<file path="src/hdl/lpec_pkg.sv">
package lpec_pkg;

  // Register indexes on the configuration port
  localparam logic CFG_CHECK_MODE       = 1'b0;
  localparam logic CFG_EXPECTED_PATTERN = 1'b1;

  // Check modes
  localparam logic MODE_PRBS7    = 1'b0;
  localparam logic MODE_CONSTANT = 1'b1;

  localparam int unsigned WORD_WIDTH  = 32;
  localparam int unsigned COUNT_WIDTH = 6;
  localparam int unsigned SHOW_WIDTH  = 16;
  localparam int unsigned HIST_WIDTH  = 7;

  // Bits of the first word of a capture that are judged (all but the first seven)
  localparam logic [WORD_WIDTH-1:0] FIRST_WORD_MASK = 32'h01FF_FFFF;

  // Per-word counts handed from the bit check stage to the totals stage
  typedef struct packed {
    logic [COUNT_WIDTH-1:0] errs;
    logic                   mism;
    logic [COUNT_WIDTH-1:0] rise;
    logic [COUNT_WIDTH-1:0] fall;
    logic                   all_zero;
    logic                   last;
  } counts_t;

  // Population count of a word as a balanced adder tree
  function automatic logic [COUNT_WIDTH-1:0] popcount32(input logic [WORD_WIDTH-1:0] v);
    logic [1:0] l1 [16];
    logic [2:0] l2 [8];
    logic [3:0] l3 [4];
    logic [4:0] l4 [2];
    for (int i = 0; i < 16; i++) begin
      l1[i] = {1'b0, v[2*i]} + {1'b0, v[2*i+1]};
    end
    for (int i = 0; i < 8; i++) begin
      l2[i] = {1'b0, l1[2*i]} + {1'b0, l1[2*i+1]};
    end
    for (int i = 0; i < 4; i++) begin
      l3[i] = {1'b0, l2[2*i]} + {1'b0, l2[2*i+1]};
    end
    for (int i = 0; i < 2; i++) begin
      l4[i] = {1'b0, l3[2*i]} + {1'b0, l3[2*i+1]};
    end
    return {1'b0, l4[0]} + {1'b0, l4[1]};
  endfunction

endpackage

</file>
<file path="src/hdl/link_pattern_error_checker_core.sv">
// Link pattern error checker: judges 32-bit words captured from a serial link, earliest
// bit in the MSB. In PRBS7 mode (check_mode = 0) each bit must equal the XOR of the bits
// six and seven places earlier; the first seven bits of a capture only seed the history.
// In constant mode (check_mode = 1) each word is compared with expected_pattern and the
// 0-to-1 (rise) and 1-to-0 (fall) flips are counted. Running totals saturate at
// 2^TOTAL_WIDTH - 1 and show their low 16 bits. A word with capture_end set closes the
// capture: its result carries the totals including that word, then all state clears.
// One word is taken per clock while the output is not stalled; a word passes through
// the input register, which loads at acceptance, then the per-word count register,
// then the totals/result register, and a stalled output back-pressures
// through the pipeline. Write configuration only while idle.
module link_pattern_error_checker_core #(
  parameter int unsigned TOTAL_WIDTH = 16
) (
  input  logic                                 clk,
  input  logic                                 rst,
  // configuration write port
  input  logic                                 cfg_wr_en,
  input  logic                                 cfg_index,
  input  logic [lpec_pkg::WORD_WIDTH-1:0]      cfg_data,
  // input words
  input  logic                                 in_valid,
  output logic                                 in_ready,
  input  logic [lpec_pkg::WORD_WIDTH-1:0]      link_word,
  input  logic                                 capture_end,
  // results
  output logic                                 out_valid,
  input  logic                                 out_ready,
  output logic [lpec_pkg::COUNT_WIDTH-1:0]     word_bit_errors,
  output logic                                 word_mismatch,
  output logic [lpec_pkg::SHOW_WIDTH-1:0]      bit_error_total,
  output logic [lpec_pkg::SHOW_WIDTH-1:0]      mismatch_total,
  output logic [lpec_pkg::SHOW_WIDTH-1:0]      rise_error_total,
  output logic [lpec_pkg::SHOW_WIDTH-1:0]      fall_error_total,
  output logic                                 all_zero_seen,
  output logic                                 capture_done
);

  logic                               check_mode;
  logic [lpec_pkg::WORD_WIDTH-1:0]    expected_pattern;

  // input register stage
  logic                               in_hold_valid;
  logic [lpec_pkg::WORD_WIDTH-1:0]    in_hold_word;
  logic                               in_hold_last;

  // count register stage
  logic                               cnt_valid;
  lpec_pkg::counts_t                  counts;

  logic                               in_fire;
  logic                               res_free;
  logic                               cnt_free;
  logic                               load_cnt;
  logic                               load_res;

  // Configuration registers; an index past the list is dropped
  always_ff @(posedge clk) begin
    if (rst) begin
      check_mode       <= lpec_pkg::MODE_PRBS7;
      expected_pattern <= '0;
    end else if (cfg_wr_en) begin
      case (cfg_index)
        lpec_pkg::CFG_CHECK_MODE:       check_mode       <= cfg_data[0];
        lpec_pkg::CFG_EXPECTED_PATTERN: expected_pattern <= cfg_data;
        default: ;
      endcase
    end
  end

  // Advance each stage when the one after it is empty or emptying this cycle
  assign res_free = ~out_valid | out_ready;
  assign load_res = cnt_valid & res_free;
  assign cnt_free = ~cnt_valid | res_free;
  assign load_cnt = in_hold_valid & cnt_free;
  assign in_ready = ~in_hold_valid | cnt_free;
  assign in_fire  = in_valid & in_ready;

  always_ff @(posedge clk) begin
    if (rst) begin
      in_hold_valid <= 1'b0;
      cnt_valid     <= 1'b0;
      out_valid     <= 1'b0;
    end else begin
      if (in_fire) begin
        in_hold_valid <= 1'b1;
      end else if (load_cnt) begin
        in_hold_valid <= 1'b0;
      end
      if (load_cnt) begin
        cnt_valid <= 1'b1;
      end else if (load_res) begin
        cnt_valid <= 1'b0;
      end
      if (load_res) begin
        out_valid <= 1'b1;
      end else if (out_ready) begin
        out_valid <= 1'b0;
      end
    end
  end

  // Hold the accepted word until the count stage takes it
  always_ff @(posedge clk) begin
    if (in_fire) begin
      in_hold_word <= link_word;
      in_hold_last <= capture_end;
    end
  end

  lpec_bit_check u_bit_check (
    .clk              (clk),
    .rst              (rst),
    .load             (load_cnt),
    .check_mode       (check_mode),
    .expected_pattern (expected_pattern),
    .link_word        (in_hold_word),
    .capture_end      (in_hold_last),
    .counts           (counts)
  );

  lpec_totals #(
    .TOTAL_WIDTH (TOTAL_WIDTH)
  ) u_totals (
    .clk              (clk),
    .rst              (rst),
    .load             (load_res),
    .counts           (counts),
    .word_bit_errors  (word_bit_errors),
    .word_mismatch    (word_mismatch),
    .bit_error_total  (bit_error_total),
    .mismatch_total   (mismatch_total),
    .rise_error_total (rise_error_total),
    .fall_error_total (fall_error_total),
    .all_zero_seen    (all_zero_seen),
    .capture_done     (capture_done)
  );

  a_mismatch_has_errors: assert property (@(posedge clk) disable iff (rst)
    (out_valid && word_mismatch) |-> (word_bit_errors != '0))
    else $error("mismatching word reported with no bit errors");

  a_errors_in_range: assert property (@(posedge clk) disable iff (rst)
    out_valid |-> (word_bit_errors <= lpec_pkg::COUNT_WIDTH'(lpec_pkg::WORD_WIDTH)))
    else $error("per-word error count out of range");

  a_no_overwrite: assert property (@(posedge clk) disable iff (rst)
    (out_valid && !out_ready) |-> !load_res)
    else $error("result register overwritten while stalled");

endmodule

</file>
<file path="src/hdl/lpec_bit_check.sv">
module lpec_bit_check (
  input  logic                                 clk,
  input  logic                                 rst,
  input  logic                                 load,
  input  logic                                 check_mode,
  input  logic [lpec_pkg::WORD_WIDTH-1:0]      expected_pattern,
  input  logic [lpec_pkg::WORD_WIDTH-1:0]      link_word,
  input  logic                                 capture_end,
  output lpec_pkg::counts_t                    counts
);

  logic [lpec_pkg::HIST_WIDTH-1:0] history;
  logic                            primed;
  logic                            one_seen;

  logic [lpec_pkg::WORD_WIDTH+lpec_pkg::HIST_WIDTH-1:0] stream;
  logic [lpec_pkg::WORD_WIDTH-1:0] prbs_err;
  logic [lpec_pkg::WORD_WIDTH-1:0] diff;
  logic [lpec_pkg::WORD_WIDTH-1:0] err_vec;
  logic                            is_const;
  logic                            word_nz;
  lpec_pkg::counts_t               counts_next;

  // Oldest history bit sits at the top, the word's earliest bit just below the history
  assign stream = {history, link_word};

  always_comb begin
    for (int i = 0; i < lpec_pkg::WORD_WIDTH; i++) begin
      prbs_err[i] = stream[i] ^ stream[i+6] ^ stream[i+7];
    end
  end

  assign is_const = (check_mode == lpec_pkg::MODE_CONSTANT);
  assign diff     = link_word ^ expected_pattern;
  assign err_vec  = is_const ? diff
                  : (primed ? prbs_err : (prbs_err & lpec_pkg::FIRST_WORD_MASK));
  assign word_nz  = |link_word;

  always_comb begin
    counts_next.errs     = lpec_pkg::popcount32(err_vec);
    counts_next.mism     = is_const & (|diff);
    counts_next.rise     = is_const ? lpec_pkg::popcount32(link_word & ~expected_pattern)
                                    : '0;
    counts_next.fall     = is_const ? lpec_pkg::popcount32(~link_word & expected_pattern)
                                    : '0;
    counts_next.all_zero = ~(one_seen | word_nz);
    counts_next.last     = capture_end;
  end

  always_ff @(posedge clk) begin
    if (rst) begin
      history  <= '0;
      primed   <= 1'b0;
      one_seen <= 1'b0;
    end else if (load) begin
      if (capture_end) begin
        history  <= '0;
        primed   <= 1'b0;
        one_seen <= 1'b0;
      end else begin
        history  <= link_word[lpec_pkg::HIST_WIDTH-1:0];
        primed   <= 1'b1;
        one_seen <= one_seen | word_nz;
      end
    end
  end

  always_ff @(posedge clk) begin
    if (load) begin
      counts <= counts_next;
    end
  end

endmodule

</file>
<file path="src/hdl/lpec_totals.sv">
module lpec_totals #(
  parameter int unsigned TOTAL_WIDTH = 16
) (
  input  logic                                 clk,
  input  logic                                 rst,
  input  logic                                 load,
  input  lpec_pkg::counts_t                    counts,
  output logic [lpec_pkg::COUNT_WIDTH-1:0]     word_bit_errors,
  output logic                                 word_mismatch,
  output logic [lpec_pkg::SHOW_WIDTH-1:0]      bit_error_total,
  output logic [lpec_pkg::SHOW_WIDTH-1:0]      mismatch_total,
  output logic [lpec_pkg::SHOW_WIDTH-1:0]      rise_error_total,
  output logic [lpec_pkg::SHOW_WIDTH-1:0]      fall_error_total,
  output logic                                 all_zero_seen,
  output logic                                 capture_done
);

  logic [TOTAL_WIDTH-1:0] err_sum;
  logic [TOTAL_WIDTH-1:0] mism_sum;
  logic [TOTAL_WIDTH-1:0] rise_sum;
  logic [TOTAL_WIDTH-1:0] fall_sum;
  logic [TOTAL_WIDTH-1:0] err_sum_next;
  logic [TOTAL_WIDTH-1:0] mism_sum_next;
  logic [TOTAL_WIDTH-1:0] rise_sum_next;
  logic [TOTAL_WIDTH-1:0] fall_sum_next;

  function automatic logic [TOTAL_WIDTH-1:0] sat_add(input logic [TOTAL_WIDTH-1:0] s,
                                                     input logic [lpec_pkg::COUNT_WIDTH-1:0] n);
    logic [TOTAL_WIDTH:0] w;
    w = {1'b0, s} + (TOTAL_WIDTH+1)'(n);
    return w[TOTAL_WIDTH] ? {TOTAL_WIDTH{1'b1}} : w[TOTAL_WIDTH-1:0];
  endfunction

  function automatic logic [lpec_pkg::SHOW_WIDTH-1:0] show(input logic [TOTAL_WIDTH-1:0] s);
    logic [31:0] w;
    w = 32'(s);
    return w[lpec_pkg::SHOW_WIDTH-1:0];
  endfunction

  assign err_sum_next  = sat_add(err_sum, counts.errs);
  assign mism_sum_next = sat_add(mism_sum, lpec_pkg::COUNT_WIDTH'(counts.mism));
  assign rise_sum_next = sat_add(rise_sum, counts.rise);
  assign fall_sum_next = sat_add(fall_sum, counts.fall);

  always_ff @(posedge clk) begin
    if (rst) begin
      err_sum  <= '0;
      mism_sum <= '0;
      rise_sum <= '0;
      fall_sum <= '0;
    end else if (load) begin
      if (counts.last) begin
        err_sum  <= '0;
        mism_sum <= '0;
        rise_sum <= '0;
        fall_sum <= '0;
      end else begin
        err_sum  <= err_sum_next;
        mism_sum <= mism_sum_next;
        rise_sum <= rise_sum_next;
        fall_sum <= fall_sum_next;
      end
    end
  end

  always_ff @(posedge clk) begin
    if (load) begin
      word_bit_errors  <= counts.errs;
      word_mismatch    <= counts.mism;
      bit_error_total  <= show(err_sum_next);
      mismatch_total   <= show(mism_sum_next);
      rise_error_total <= show(rise_sum_next);
      fall_error_total <= show(fall_sum_next);
      all_zero_seen    <= counts.all_zero;
      capture_done     <= counts.last;
    end
  end

  a_clear_on_last: assert property (@(posedge clk) disable iff (rst)
    (load && counts.last) |=>
      (err_sum == '0 && mism_sum == '0 && rise_sum == '0 && fall_sum == '0))
    else $error("totals not cleared after final word");

  a_errors_counted: assert property (@(posedge clk) disable iff (rst)
    (load && !counts.last && counts.errs != '0) |=> (err_sum != '0))
    else $error("bit errors lost from running total");

  a_mismatch_counted: assert property (@(posedge clk) disable iff (rst)
    (load && !counts.last && counts.mism) |=> (mism_sum != '0))
    else $error("mismatching word lost from running total");

endmodule
</file>
<file path="config.mk">
export PLATFORM = sky130hd
export DESIGN_NAME = link_pattern_error_checker_core
export DESIGN_NICKNAME = d
export VERILOG_FILES = /design/src/hdl/lpec_pkg.sv /design/src/hdl/link_pattern_error_checker_core.sv /design/src/hdl/lpec_bit_check.sv /design/src/hdl/lpec_totals.sv
export SDC_FILE = /design/constraint.sdc
export NUM_CORES = 1
export LEC_CHECK = 0
export ABC_AREA = 1
export ABC_CLOCK_PERIOD_IN_PS = 16100
export BUFFER_PORTS_ARGS = -buffer_cell sky130_fd_sc_hd__buf_2
export CORE_ASPECT_RATIO = 1.5
export CORE_MARGIN = 2
export CORE_UTILIZATION = 60
export CTS_BUF_LIST = sky130_fd_sc_hd__clkbuf_4 sky130_fd_sc_hd__clkbuf_8
export DETAILED_ROUTE_END_ITERATION = 8
export GPL_ROUTABILITY_DRIVEN = 0
export PLACE_DENSITY = 0.91
export SYNTH_ARGS = -nofsm -noshare
export SYNTH_HDL_FRONTEND = slang
export SYNTH_SLANG_ARGS = --single-unit
export TNS_END_PERCENT = 50
</file>
<file path="constraint.sdc">
create_clock -name clk -period 16.1 [get_ports clk]
set_input_delay 4.025 -clock clk [delete_from_list [all_inputs] [get_ports clk]]
set_output_delay 4.025 -clock clk [all_outputs]
set_load 0.005 [all_outputs]
</file>
Word level (Yosys, flattened, before mapping):

Index checks and enable logic that the tools add are counted.

* $add $sub $neg: 97
* multipliers: 0
* divide/modulo/power cells: 0
* $lt $le $gt $ge: 0
* eq/ne operators: 0
* shift operators: 0
* muxes and demuxes: 19
* bitwise logic cells: 82
* reductions and logical operators: 7

Operator list (count)
* $mux 16: 8
* $add 1x1->2: 48
* $add 2x2->3: 24
* $and 32x32->32: 2
* $mux 32: 2
* $not 32->32: 2
* $reduce_or 32->1: 2
* $xor 1x1->1: 64
* $add 16x6->17: 3
* $add 3x3->4: 12
* $xor 32x32->32: 1
* $add 4x4->5: 6
* $add 5x5->6: 3
* $add 16x1->17: 1
* $mux 1: 8
* $mux 7: 1
* $reduce_bool 2->1: 3
* $not 1->1: 5
* $and 1x1->1: 4
* $or 1x1->1: 4
* $reduce_and 2->1: 2

* bits in registers: 236
* bits in latches: 0
* memory bits (writable): 0
* memory bits (read-only): 0
* input bits: 71
* output and inout bits: 75
* word-level logic and storage cells: 233
* memories kept: 0

Depth between registers and ports, before layout:

* depth after elaboration: 9
* depth in mapped cells: 23
* gate-level depth less buffers: 23

Modules after synthesis:

From an unflattened synthesis, not the netlist that was laid out.

* cell total of the unflattened synthesis: 1702
* area total of the unflattened synthesis: 15190.8 um2

By module, submodules not included
* lpec_totals: instances 1, cells each 867, area each 7339.5 um2, seq. area each 3473.3 um2
* lpec_bit_check: instances 1, cells each 638, area each 5580.4 um2, seq. area each 810.8 um2
* link_pattern_error_checker_core: instances 1, cells each 197, area each 2270.9 um2, seq. area each 1711.6 um2

Worst setup path after synthesis:

OpenSTA, ideal clock, no wires.

* kind: input -> output
* start: input port out_ready
* end: output port in_ready
* data arrival time: 4563 ps
* data required time: 12075 ps
* setup slack: 7512 ps
* stages: 5
* buffers on the path: 1
* cell sequence: inv_1 -> nand2_1 -> nand2_1 -> buf_2 -> nand3_1

* cells in the longest elaborated chain, start to end: 3

RTL lines
* from (decl): line link_pattern_error_checker_core.sv:28 `input logic out_ready,`
* $or 1x1->1: line link_pattern_error_checker_core.sv:72 `assign res_free = ~out_valid | out_ready;`
* $or 1x1->1: line link_pattern_error_checker_core.sv:74 `assign cnt_free = ~cnt_valid | res_free;`
* $or 1x1->1: line link_pattern_error_checker_core.sv:76 `assign in_ready = ~in_hold_valid | cnt_free;`
* to (decl): line link_pattern_error_checker_core.sv:23 `output logic in_ready,`

No other way between the ends.

Worst setup path after layout:

Same ends and word-level chain as after synthesis.

==> impl_metrics.json <==
{
  "drt_first_pass_iters": 7,
  "first_iter_violations": 930,
  "detail_route.drc_violations": 0,
  "grt_start_max_net_pins": 78,
  "synthesis.nets": 1909,
  "drt.antenna.violating_nets": 0,
  "clock_skew_after_layout_ps": 28.4,
  "cts_max_path_buffers": 3,
  "final.min_clock_period_ps": 8580,
  "cts_hold_buf": 0,
  "n_antenna_cell": 0,
  "criticalPathCategory": "in2out",
  "ios": 146,
  "final_layout_size_suffix_gt1_share_pct": 14.3,
  "max-cap-violations": 0,
  "grt_pass1_wl_um": 57800,
  "arrival_ps": 4550,
  "synthesis.instances": 1658,
  "clkSlewWorstSetupHoldPaths_ps": 60,
  "fin_total_pwr_mw": 2.35,
  "buffer_ports.inserted": 145,
  "start_util_pct": 60.6,
  "synth_seq_area_share_pct": 40.9,
  "power.density_cell_area_nw_per_um2": 144,
  "root_buffer": "sky130_fd_sc_hd__clkbuf_8",
  "routed_wire_length_per_instance_um": 16.7,
  "wirelength_um": 35900,
  "critical_path.n_buffers_inverters": 3,
  "setup_total_negative_slack_ps": 0,
  "critical_path.max_fanout": 3,
  "worst_voltage_drop_across_the_vdd_grid_mv": 0.195,
  "fp.dieW_um": 132,
  "setup_violations": 0,
  "seq_area_sq_um": 6000,
  "largest_incremental_delay_on_the_critical_path_ps": 140,
  "detailroute.via_count": 11828,
  "post_synth_num_cell_types": 41,
  "multi_input_comb_area_sq_um": 7280,
  "grt_antenna_before_repair": 0,
  "fill_cells": 1810,
  "status": "completed",
  "cts-resized-gates": 0,
  "place_hpwl_um": 26400,
  "slew-limit-headroom_pct": 33.1,
  "worst_setup_start_kind": "input pin",
  "ys.warnings.count": 0,
  "cts_tree": "yes",
  "tightest_slew_ps": 1000,
  "hold_viol_final": 0,
  "post_synth.cell_area_avg_sq_um": 8.84,
  "critical_path.cell_chain": "buf_2, inv_1, nand2_1, nand2_2, nand3_1, buf_2",
  "cts_num_sinks": 236,
  "grt_usage_pct": 28.3,
  "ys_ff_latch": 236,
  "critical_path_required_ps": 12070,
  "avgViaCountPerCell": 5.50,
  "cts_inserted_buffers": 36,
  "synthesis_to_layout_area_growth_pct": 11.7,
  "worst_path_most_repeated_cell": "sky130_fd_sc_hd__buf_2",
  "syn_area_sq_um": 14600,
  "hold_class": "reg2reg",
  "dieHeight_um": 195,
  "critPathTopFamily": "buffers and inverters",
  "overflow": 0,
  "p_leak_nw": 7.52,
  "min_period_over_period_pct": 53.3,
  "grt_setup_unrepaired": "no",
  "floorplan.core_area_sq_um": 24200,
  "clk-insertion-delay-late_ps": 560,
  "worst_setup_path_end_kind": "output pin",
  "placement_rows": 70,
  "cts_htree_levels": 2,
  "fmaxAchievable_mhz": 117,
  "die-area_sq_um": 25700,
  "finalMaxSlewViolations": 0,
  "cts_setup_buffers": 0,
  "slowest_stage": "sky130_fd_sc_hd__buf_2",
  "grt_pass1_vias": 11973,
  "fin_nets": 2050
}
synthesized netlist by cell type (all sizes together):
cell type	number	share of area, %
fa	75	10
a21oi	90	3.2
nand3b	6	0.31
o211ai	3	0.15
xor2	39	2.3
mux2i	12	0.82
a31oi	2	0.085
o21a	4	0.20
dfxtp	109	15
nor4	4	0.17
nand4	18	0.87
edfxtp	127	26
nand3	101	3.7
a211oi	35	1.8
or2	11	0.47
buf	13	0.50
inv	313	8.0
and2	2	0.085
nor3	15	0.69
xnor2	28	1.7
nand2	369	9.6
o21ai	29	0.99
nor2	103	2.8
clkbuf	36	0.92
o22ai	6	0.26
ha	105	9.0
a21boi	3	0.15
final cells by class:
cell class                 count  area share [%]
sequential                   236            36.7
inverter                     313            7.18
clock inverter                17           0.696
timing repair buffer         152            4.77
clock buffer                  48            3.69
tap                          324            2.48
multi-input combinational   1060            44.5
cell usage in the layout, fill, tap and decap left out, drive strengths merged, types with 29 or more instances in the layout:
cell type and n:
a211oi 35, a21oi 90, buf 152, clkbuf 48, dfxtp 109, edfxtp 127, fa 75, ha 105
inv 314, nand2 369, nand3 101, nor2 103, o21ai 29, xor2 39
worst reg2reg max path, cell delays in order (launching register included):
cell and delay (ps):
sky130_fd_sc_hd__dfxtp_1 300, sky130_fd_sc_hd__buf_4 260, sky130_fd_sc_hd__inv_2 440, sky130_fd_sc_hd__nand2_1 310
sky130_fd_sc_hd__o22ai_1 240, sky130_fd_sc_hd__inv_1 90, sky130_fd_sc_hd__fa_1 480, sky130_fd_sc_hd__fa_1 500
sky130_fd_sc_hd__inv_1 60, sky130_fd_sc_hd__fa_1 540, sky130_fd_sc_hd__fa_1 450, sky130_fd_sc_hd__fa_1 550
sky130_fd_sc_hd__inv_1 60, sky130_fd_sc_hd__fa_1 530, sky130_fd_sc_hd__inv_1 40, sky130_fd_sc_hd__ha_1 210
sky130_fd_sc_hd__fa_1 400, sky130_fd_sc_hd__a21oi_1 140, sky130_fd_sc_hd__nor2_1 50, sky130_fd_sc_hd__nor2_1 130
sky130_fd_sc_hd__xnor2_1 90
worst paths after layout:
| kind | start | to | slack, ps | cells past startpoint |
|---|---|---|---|---|
| worst min-delay path | u_bit_check.counts[1] | u_totals.all_zero_seen | 450 | 0 |
| worst min register to register | u_bit_check.counts[1] | u_totals.all_zero_seen | 450 | 0 |
| worst max register to register | check_mode | u_bit_check.counts[19] | 9960 | 20 |
| worst max-delay path | out_ready | in_ready | 7520 | 6 |
per-stage QoR:
step	instances	util, %	hold slack, ps	cell area (sq um)	setup slack (ps)
3_5_place_dp	2085	64.7	433	15600	7510
5_1_grt	2150	67.7	449	16400	7430
4_1_cts	2150	67.7	450	16400	7510
6_report	2150	67.7	445	16400	7520
3_3_place_gp	2085	64.7	430	15600	7520
2_1_floorplan	1658	-	400	14600	7510
flip-flops by register name (all words and copies together), names as in the netlist, 6 cells and up:
signal,flops
expected_pattern,32
in_hold_word,32
u_bit_check.counts,21
u_bit_check.history,7
u_totals.bit_error_total,16
u_totals.err_sum,16
u_totals.fall_error_total,16
u_totals.fall_sum,16
u_totals.mism_sum,16
u_totals.mismatch_total,16
u_totals.rise_error_total,16
u_totals.rise_sum,16
u_totals.word_bit_errors,6
routing by layer:
metal / vias to the layer above / track usage (%) / routed length [um]
met4: 0 / 20.7 / 2940
li1: 5563 / - / -
met5: - / 0 / 0
met1: 5482 / 29.5 / 12100
met3: 201 / 5.43 / 2510
met2: 582 / 50.7 / 18300
kinds of logic (layout without fill, tap and decap cells):
logic type	count (synthesis)	in the layout	share of synthesized area [%]
muxes	12	12	0.820
and+or+nand+nor	629	629	18.7
buffers and inverters	362	530	9.44
adders and majority gates	180	180	19.2
AOI/OAI and AO/OA	172	172	6.87
DFF	236	236	40.9
xor gates and xnor gates	67	67	4.01
report_power, final:
group          internal (mW)  leakage [nW]  switching (mW)
Sequential             0.726          2.13          0.0264
Clock                  0.263         0.384           0.240
Combinational          0.452          5.00           0.644
Total                   1.44          7.52           0.911
Note: power is estimated with default switching activity, not from simulation.
